[src/rtl/core/rolz_token_decoder_top_assert.svh]
// ----------------------------------------------------------------------------
// rolz_token_decoder_top_assert.svh
// Assertion macros for the ROLZ token decoder.
// ----------------------------------------------------------------------------
`ifndef ROLZ_TOKEN_DECODER_TOP_ASSERT_SVH
`define ROLZ_TOKEN_DECODER_TOP_ASSERT_SVH
`ifndef NO_ASSERTIONS
`define RTD_ASSERT(lbl, prop) \
    lbl: assert property (@(posedge clk) disable iff (!rst_n) prop) \
        else $error("rtd: assertion failed");
`define RTD_ASSERT_ANY(lbl, prop) \
    lbl: assert property (@(posedge clk) prop) \
        else $error("rtd: assertion failed");
`else
`define RTD_ASSERT(lbl, prop)
`define RTD_ASSERT_ANY(lbl, prop)
`endif
`endif

[src/rtl/core/rtd_pkg.sv]
// ----------------------------------------------------------------------------
// rtd_pkg
// Types, constants and controller codes of the ROLZ token decoder.
// ----------------------------------------------------------------------------
package rtd_pkg;

    localparam int HISTORY_BYTES_DEF = 65536;
    localparam int RING_ENTRIES_DEF  = 4096;
    localparam int CONTEXTS          = 256;
    localparam int LEN_MIN           = 4;
    localparam int LEN_MAX           = 131;
    localparam int PACK_BYTES        = 8;

    typedef struct packed {
        logic        block_start;
        logic        is_match;
        logic [7:0]  literal_byte;
        logic [7:0]  match_length;
        logic [11:0] match_index;
        logic        chunk_end;
    } token_t;

    typedef struct packed {
        logic [63:0] packed_bytes;
        logic [3:0]  byte_count;
        logic        last;
        logic        chunk_done;
        logic        overrun;
        logic [16:0] decoded_total;
    } result_t;

    typedef enum logic [3:0] {
        ST_IDLE,
        ST_DECIDE,
        ST_HEAD,
        ST_RING,
        ST_COPY_RD,
        ST_COPY_WR,
        ST_EMIT,
        ST_EMIT_LAST
    } state_t;

    typedef struct packed {
        logic take;
        logic decide;
        logic wr_first;
        logic wr_lit;
        logic mark_ovf;
        logic head_rd;
        logic push;
        logic ring_rd;
        logic src_load;
        logic copy_rd;
        logic copy_wr;
        logic emit;
        logic emit_last;
    } cmd_t;

    typedef struct packed {
        logic first;
        logic ovf;
        logic is_match;
        logic copy_done;
        logic word_full;
        logic out_free;
    } status_t;

endpackage

[src/rtl/core/rtd_ctrl.sv]
// ----------------------------------------------------------------------------
// rtd_ctrl
// Token sequencer: steps the datapath through decode, ring update and copy.
// ----------------------------------------------------------------------------
module rtd_ctrl
    import rtd_pkg::*;
(
    input  logic    clk,
    input  logic    rst_n,
    input  logic    tok_valid,
    output logic    tok_stall,
    input  status_t st,
    output cmd_t    cmd
);

    state_t state_reg;
    state_t state_next;

    always_ff @(posedge clk or negedge rst_n)
    begin
        if (!rst_n)
        begin
            state_reg <= ST_IDLE;
        end
        else
        begin
            state_reg <= state_next;
        end
    end

    always_comb
    begin
        state_next = state_reg;
        case (state_reg)
            ST_IDLE:
            begin
                if (tok_valid)
                begin
                    state_next = ST_DECIDE;
                end
            end
            ST_DECIDE:
            begin
                if (st.first || st.ovf)
                begin
                    state_next = ST_EMIT_LAST;
                end
                else
                begin
                    state_next = ST_HEAD;
                end
            end
            ST_HEAD:
            begin
                state_next = st.is_match ? ST_RING : ST_EMIT_LAST;
            end
            ST_RING:
            begin
                state_next = ST_COPY_RD;
            end
            ST_COPY_RD:
            begin
                state_next = ST_COPY_WR;
            end
            ST_COPY_WR:
            begin
                if (st.copy_done)
                begin
                    state_next = ST_EMIT_LAST;
                end
                else if (st.word_full)
                begin
                    state_next = ST_EMIT;
                end
                else
                begin
                    state_next = ST_COPY_RD;
                end
            end
            ST_EMIT:
            begin
                if (st.out_free)
                begin
                    state_next = ST_COPY_RD;
                end
            end
            ST_EMIT_LAST:
            begin
                if (st.out_free)
                begin
                    state_next = ST_IDLE;
                end
            end
            default:
            begin
                state_next = ST_IDLE;
            end
        endcase
    end

    always_comb
    begin
        cmd       = '0;
        tok_stall = (state_reg != ST_IDLE);
        case (state_reg)
            ST_IDLE:
            begin
                cmd.take = tok_valid;
            end
            ST_DECIDE:
            begin
                cmd.decide = 1'b1;
                if (st.first)
                begin
                    cmd.wr_first = 1'b1;
                end
                else if (st.ovf)
                begin
                    cmd.mark_ovf = 1'b1;
                end
                else
                begin
                    cmd.head_rd = 1'b1;
                    cmd.wr_lit  = !st.is_match;
                end
            end
            ST_HEAD:
            begin
                cmd.push    = 1'b1;
                cmd.ring_rd = st.is_match;
            end
            ST_RING:
            begin
                cmd.src_load = 1'b1;
            end
            ST_COPY_RD:
            begin
                cmd.copy_rd = 1'b1;
            end
            ST_COPY_WR:
            begin
                cmd.copy_wr = 1'b1;
            end
            ST_EMIT:
            begin
                cmd.emit = st.out_free;
            end
            ST_EMIT_LAST:
            begin
                cmd.emit_last = st.out_free;
            end
            default:
            begin
                cmd = '0;
            end
        endcase
    end

endmodule

[config.mk]
export PLATFORM = sky130hd
export DESIGN_NAME = rtd_ctrl
export DESIGN_NICKNAME = d
export VERILOG_FILES = /design/src/rtl/core/rolz_token_decoder_top_assert.svh /design/src/rtl/core/rtd_pkg.sv /design/src/rtl/core/rtd_ctrl.sv
export SDC_FILE = /design/constraint.sdc
export NUM_CORES = 1
export LEC_CHECK = 0
export ABC_AREA = 1
export BUFFER_PORTS_ARGS = -buffer_cell sky130_fd_sc_hd__buf_2
export CAP_MARGIN = 20
export CORE_AREA = 2 2 39 41
export DETAILED_ROUTE_END_ITERATION = 16
export DIE_AREA = 0 0 41 43
export GPL_TIMING_DRIVEN = 1
export MAX_ROUTING_LAYER = met4
export PLACE_DENSITY = 0.56
export SKIP_LAST_GASP = 1
export SYNTH_ARGS = -nofsm -noshare
export SYNTH_HDL_FRONTEND = slang
export SYNTH_SLANG_ARGS = --single-unit
[constraint.sdc]
create_clock -name clk -period 2.7 [get_ports clk]
set_input_delay 0.54 -clock clk [delete_from_list [all_inputs] [get_ports clk]]
set_output_delay 0.54 -clock clk [all_outputs]
set_load 0.01 [all_outputs]
==> results.cfg <==
[timing]
worst_pin_slew_ps = 331
grt_setup_unrepaired = false
finalCriticalPeriod_ps = 1940
final_ws_setup_ps = 763
max-slew-margin-rel_pct = 77.9
fin_crit_sh_pct = 71.7
achievable-frequency_ghz = 0.516
finalMaxSlewViolations = 0
final_hold_viol_count = 0
setup-tns-final_ps = 0
timing.final.setup_violations = 0
skew_ps = 1.46

[routing]
ant_nets = 0
drtIter0Drc = 5
total_wire_length_after_detailed_routing_um = 778
tritonroute_pass_1_iters = 2
avgRoutedWirePerCell_um = 8.64
route.vias.total = 386
route.detailed.drc = 0
post_drt_via_cell_ratio = 4.29

[cells_and_area]
final_layout_size_suffix_gt1_share_pct = 40.5
flip_flop_count_of_the_largest_register_all_copies_and_words_added = 3
most-common-layout-cells = sky130_fd_sc_hd__buf_2, sky130_fd_sc_hd__inv_1, sky130_fd_sc_hd__nor2_1, sky130_fd_sc_hd__nand2_1, sky130_fd_sc_hd__nand3_1
area_delta_synth_final_pct = 52.6
finalCoreUtilization_pct = 31.7
finalNetCount = 84
final_common_cell = sky130_fd_sc_hd__buf_2
diodes = 0

[synthesis]
ys_ff_latch = 3
synth.cell_area_um2 = 288
synth.top_cell.area_share_pct = 26.1
synthDominantAreaCellType = sky130_fd_sc_hd__dfrtp_1
avgSynthCellArea_um2 = 5.87
synthTopCellsByArea = sky130_fd_sc_hd__dfrtp_1, sky130_fd_sc_hd__nand3_1, sky130_fd_sc_hd__inv_1, sky130_fd_sc_hd__nand2_1, sky130_fd_sc_hd__nor2_1
synthCells = 49
synth.yosys.seq_area_share_pct = 26.1
yosysWarningCount = 0
yosysUniqueCellTypes = 15
syn-num-nets = 58

[place]
port-buffer-count = 22
place.gp.congestion = 0.761
detailed_place_hpwl_um = 659
dpl_worst_slack_ps = 998

[grt]
global_route.usage.met1_pct = 11.4
grt_max_degree = 12
global_route_wire_length_before_repair_mm = 1.09
global_route.usage.met2_pct = 13.8
first_global_vias = 281
overflow = 0
busiest_layer = met2
grt_use_met3_pct = 3.14
antenna_found_initial = 0
grt_util_all_layers_pct = 9.08

[cts]
htree_num_levels = 1
cts.sink_count = 3
post_cts_buffers = 0
clock_insertion_delay_worst_skew_ps = 230
clockRootBuffer = sky130_fd_sc_hd__clkbuf_4
clk_path_buf_depth = 2
inserted_clock_buffers = 3
cts_tree = done
clock_pin_slew_of_the_registers_on_the_worst_case_setup_and_hold_paths_ps = 40
cts_resized = 0
number_of_hold_repair_buffers_added_at_the_cts_stage = 0

[setup_path]
critical_path.startpoint_type = flip-flop
cpLargestDelayFamily = buffers and inverters
cp_max_fo = 11
setup.worst_path.class = flip-flop to output port
crit_slowest_cell = sky130_fd_sc_hd__dfrtp_1
worst_setup_path_end_kind = output port
slowest_delay_ps = 390
crit_buf_inv = 2
endpoint_of_the_worst_register_to_register_path = state_reg[2]
crit-reg2reg-launch = state_reg[2]
crit_required_ps = 2160
cp_cell_sequence = inv_1, nand2_1, nor3_1, buf_2
ff2ff_path_depth = 6
setup.reg_to_reg.worst_slack_ps = 1530
worstPathArrival_ps = 1400

[floorplan]
die_h_um = 43
die-width_um = 41
starting_density_of_the_core_pct = 20.8
fp.coreArea_mm2 = 0.00138
core.rowCount = 14
die_footprint_mm2 = 0.00176
floorplan.io_pins = 23

[power_and_ir_drop]
leakagePower_nw = 0.279
pwr_density_cell_mw_per_mm2 = 973
peak_ir_drop_on_the_vdd_network_uv = 251

[run_status]
result_of_the_run = finished clean

[min_path]
worst_hold_path_type = input pin to asynchronous set/reset pin

[flow_run]
max-cap-violations = 0
==> cell type report <==
cell class	instances	area, µm²
Tap cell	16	20.0
Inverter	11	41.3
Fill cell	158	945
Multi-Input combinational cell	34	166
Timing Repair Buffer	22	110
Sequential cell	3	75.1
Clock buffer	4	26.3
==> metal layers <==
layer,share of wire [%],wire length [µm]
met3,8.0,62
met4,0,0
met5,0,0
met2,50,392
met1,42,323
==> power breakdown <==
group          leakage (nW)  switching (mW)  internal, mW  total (mW)
sequential           0.0346          0.0332        0.0675       0.101
clock                0.0150          0.0216        0.0553      0.0769
combinational         0.229           0.156        0.0941       0.250
total                 0.279           0.211         0.217       0.427
==> cells in the mapped netlist <==
master / n
sky130_fd_sc_hd__inv_1: 9
sky130_fd_sc_hd__nand2_1: 8
sky130_fd_sc_hd__nor2_1: 8
sky130_fd_sc_hd__nand3_1: 7
sky130_fd_sc_hd__dfrtp_1: 3
sky130_fd_sc_hd__nor3_1: 3
sky130_fd_sc_hd__inv_2: 2
sky130_fd_sc_hd__nand4_1: 2
sky130_fd_sc_hd__a21oi_2: 1
sky130_fd_sc_hd__buf_2: 1
sky130_fd_sc_hd__nor3_2: 1
sky130_fd_sc_hd__nor4_1: 1
sky130_fd_sc_hd__o21ai_0: 1
sky130_fd_sc_hd__o21ai_1: 1
sky130_fd_sc_hd__o21ai_2: 1
==> through the flow <==
step | power, mW | cell area (µm²) | std cells | hold slack (ps)
after global routing | 0.473 | 439 | 90 | 87.8
after global placement | 0.349 | 413 | 86 | 338
after floorplan | 0.275 | 288 | 49 | 244
final | 0.427 | 439 | 90 | 97.9
after detailed placement | 0.352 | 413 | 86 | 339
after CTS | 0.434 | 439 | 90 | 93.5
==> worst register-to-register path, stage by stage (launching register included) <==
cell                      delay (ps)
sky130_fd_sc_hd__dfrtp_1         390
sky130_fd_sc_hd__inv_1           270
sky130_fd_sc_hd__nand4_1         140
sky130_fd_sc_hd__nand2_1          70
sky130_fd_sc_hd__inv_1            50
sky130_fd_sc_hd__nand2_1          80
sky130_fd_sc_hd__a21oi_2          50
==> cells by family after synthesis <==
kind of cell / Yosys count / share of synthesized area (%)
and+or+nand+nor: 30 / 48.3
DFF: 3 / 26.1
buffers and inverters: 12 / 16.1
AOI/OAI and AO/OA: 4 / 9.56
==> how the worst max path moves through the flow <==
stage | start | cells past startpoint | to | slack [ps]
after floorplan | state_reg[2] | 4 | cmd[8] | 1110
after global placement | state_reg[2] | 4 | cmd[8] | 1040
after detailed placement | state_reg[2] | 4 | cmd[8] | 1000
after CTS | state_reg[2] | 4 | cmd[8] | 750
after global routing | state_reg[2] | 4 | cmd[8] | 640
final | state_reg[2] | 4 | cmd[8] | 760
Note: power is estimated with default switching activity, not from simulation.
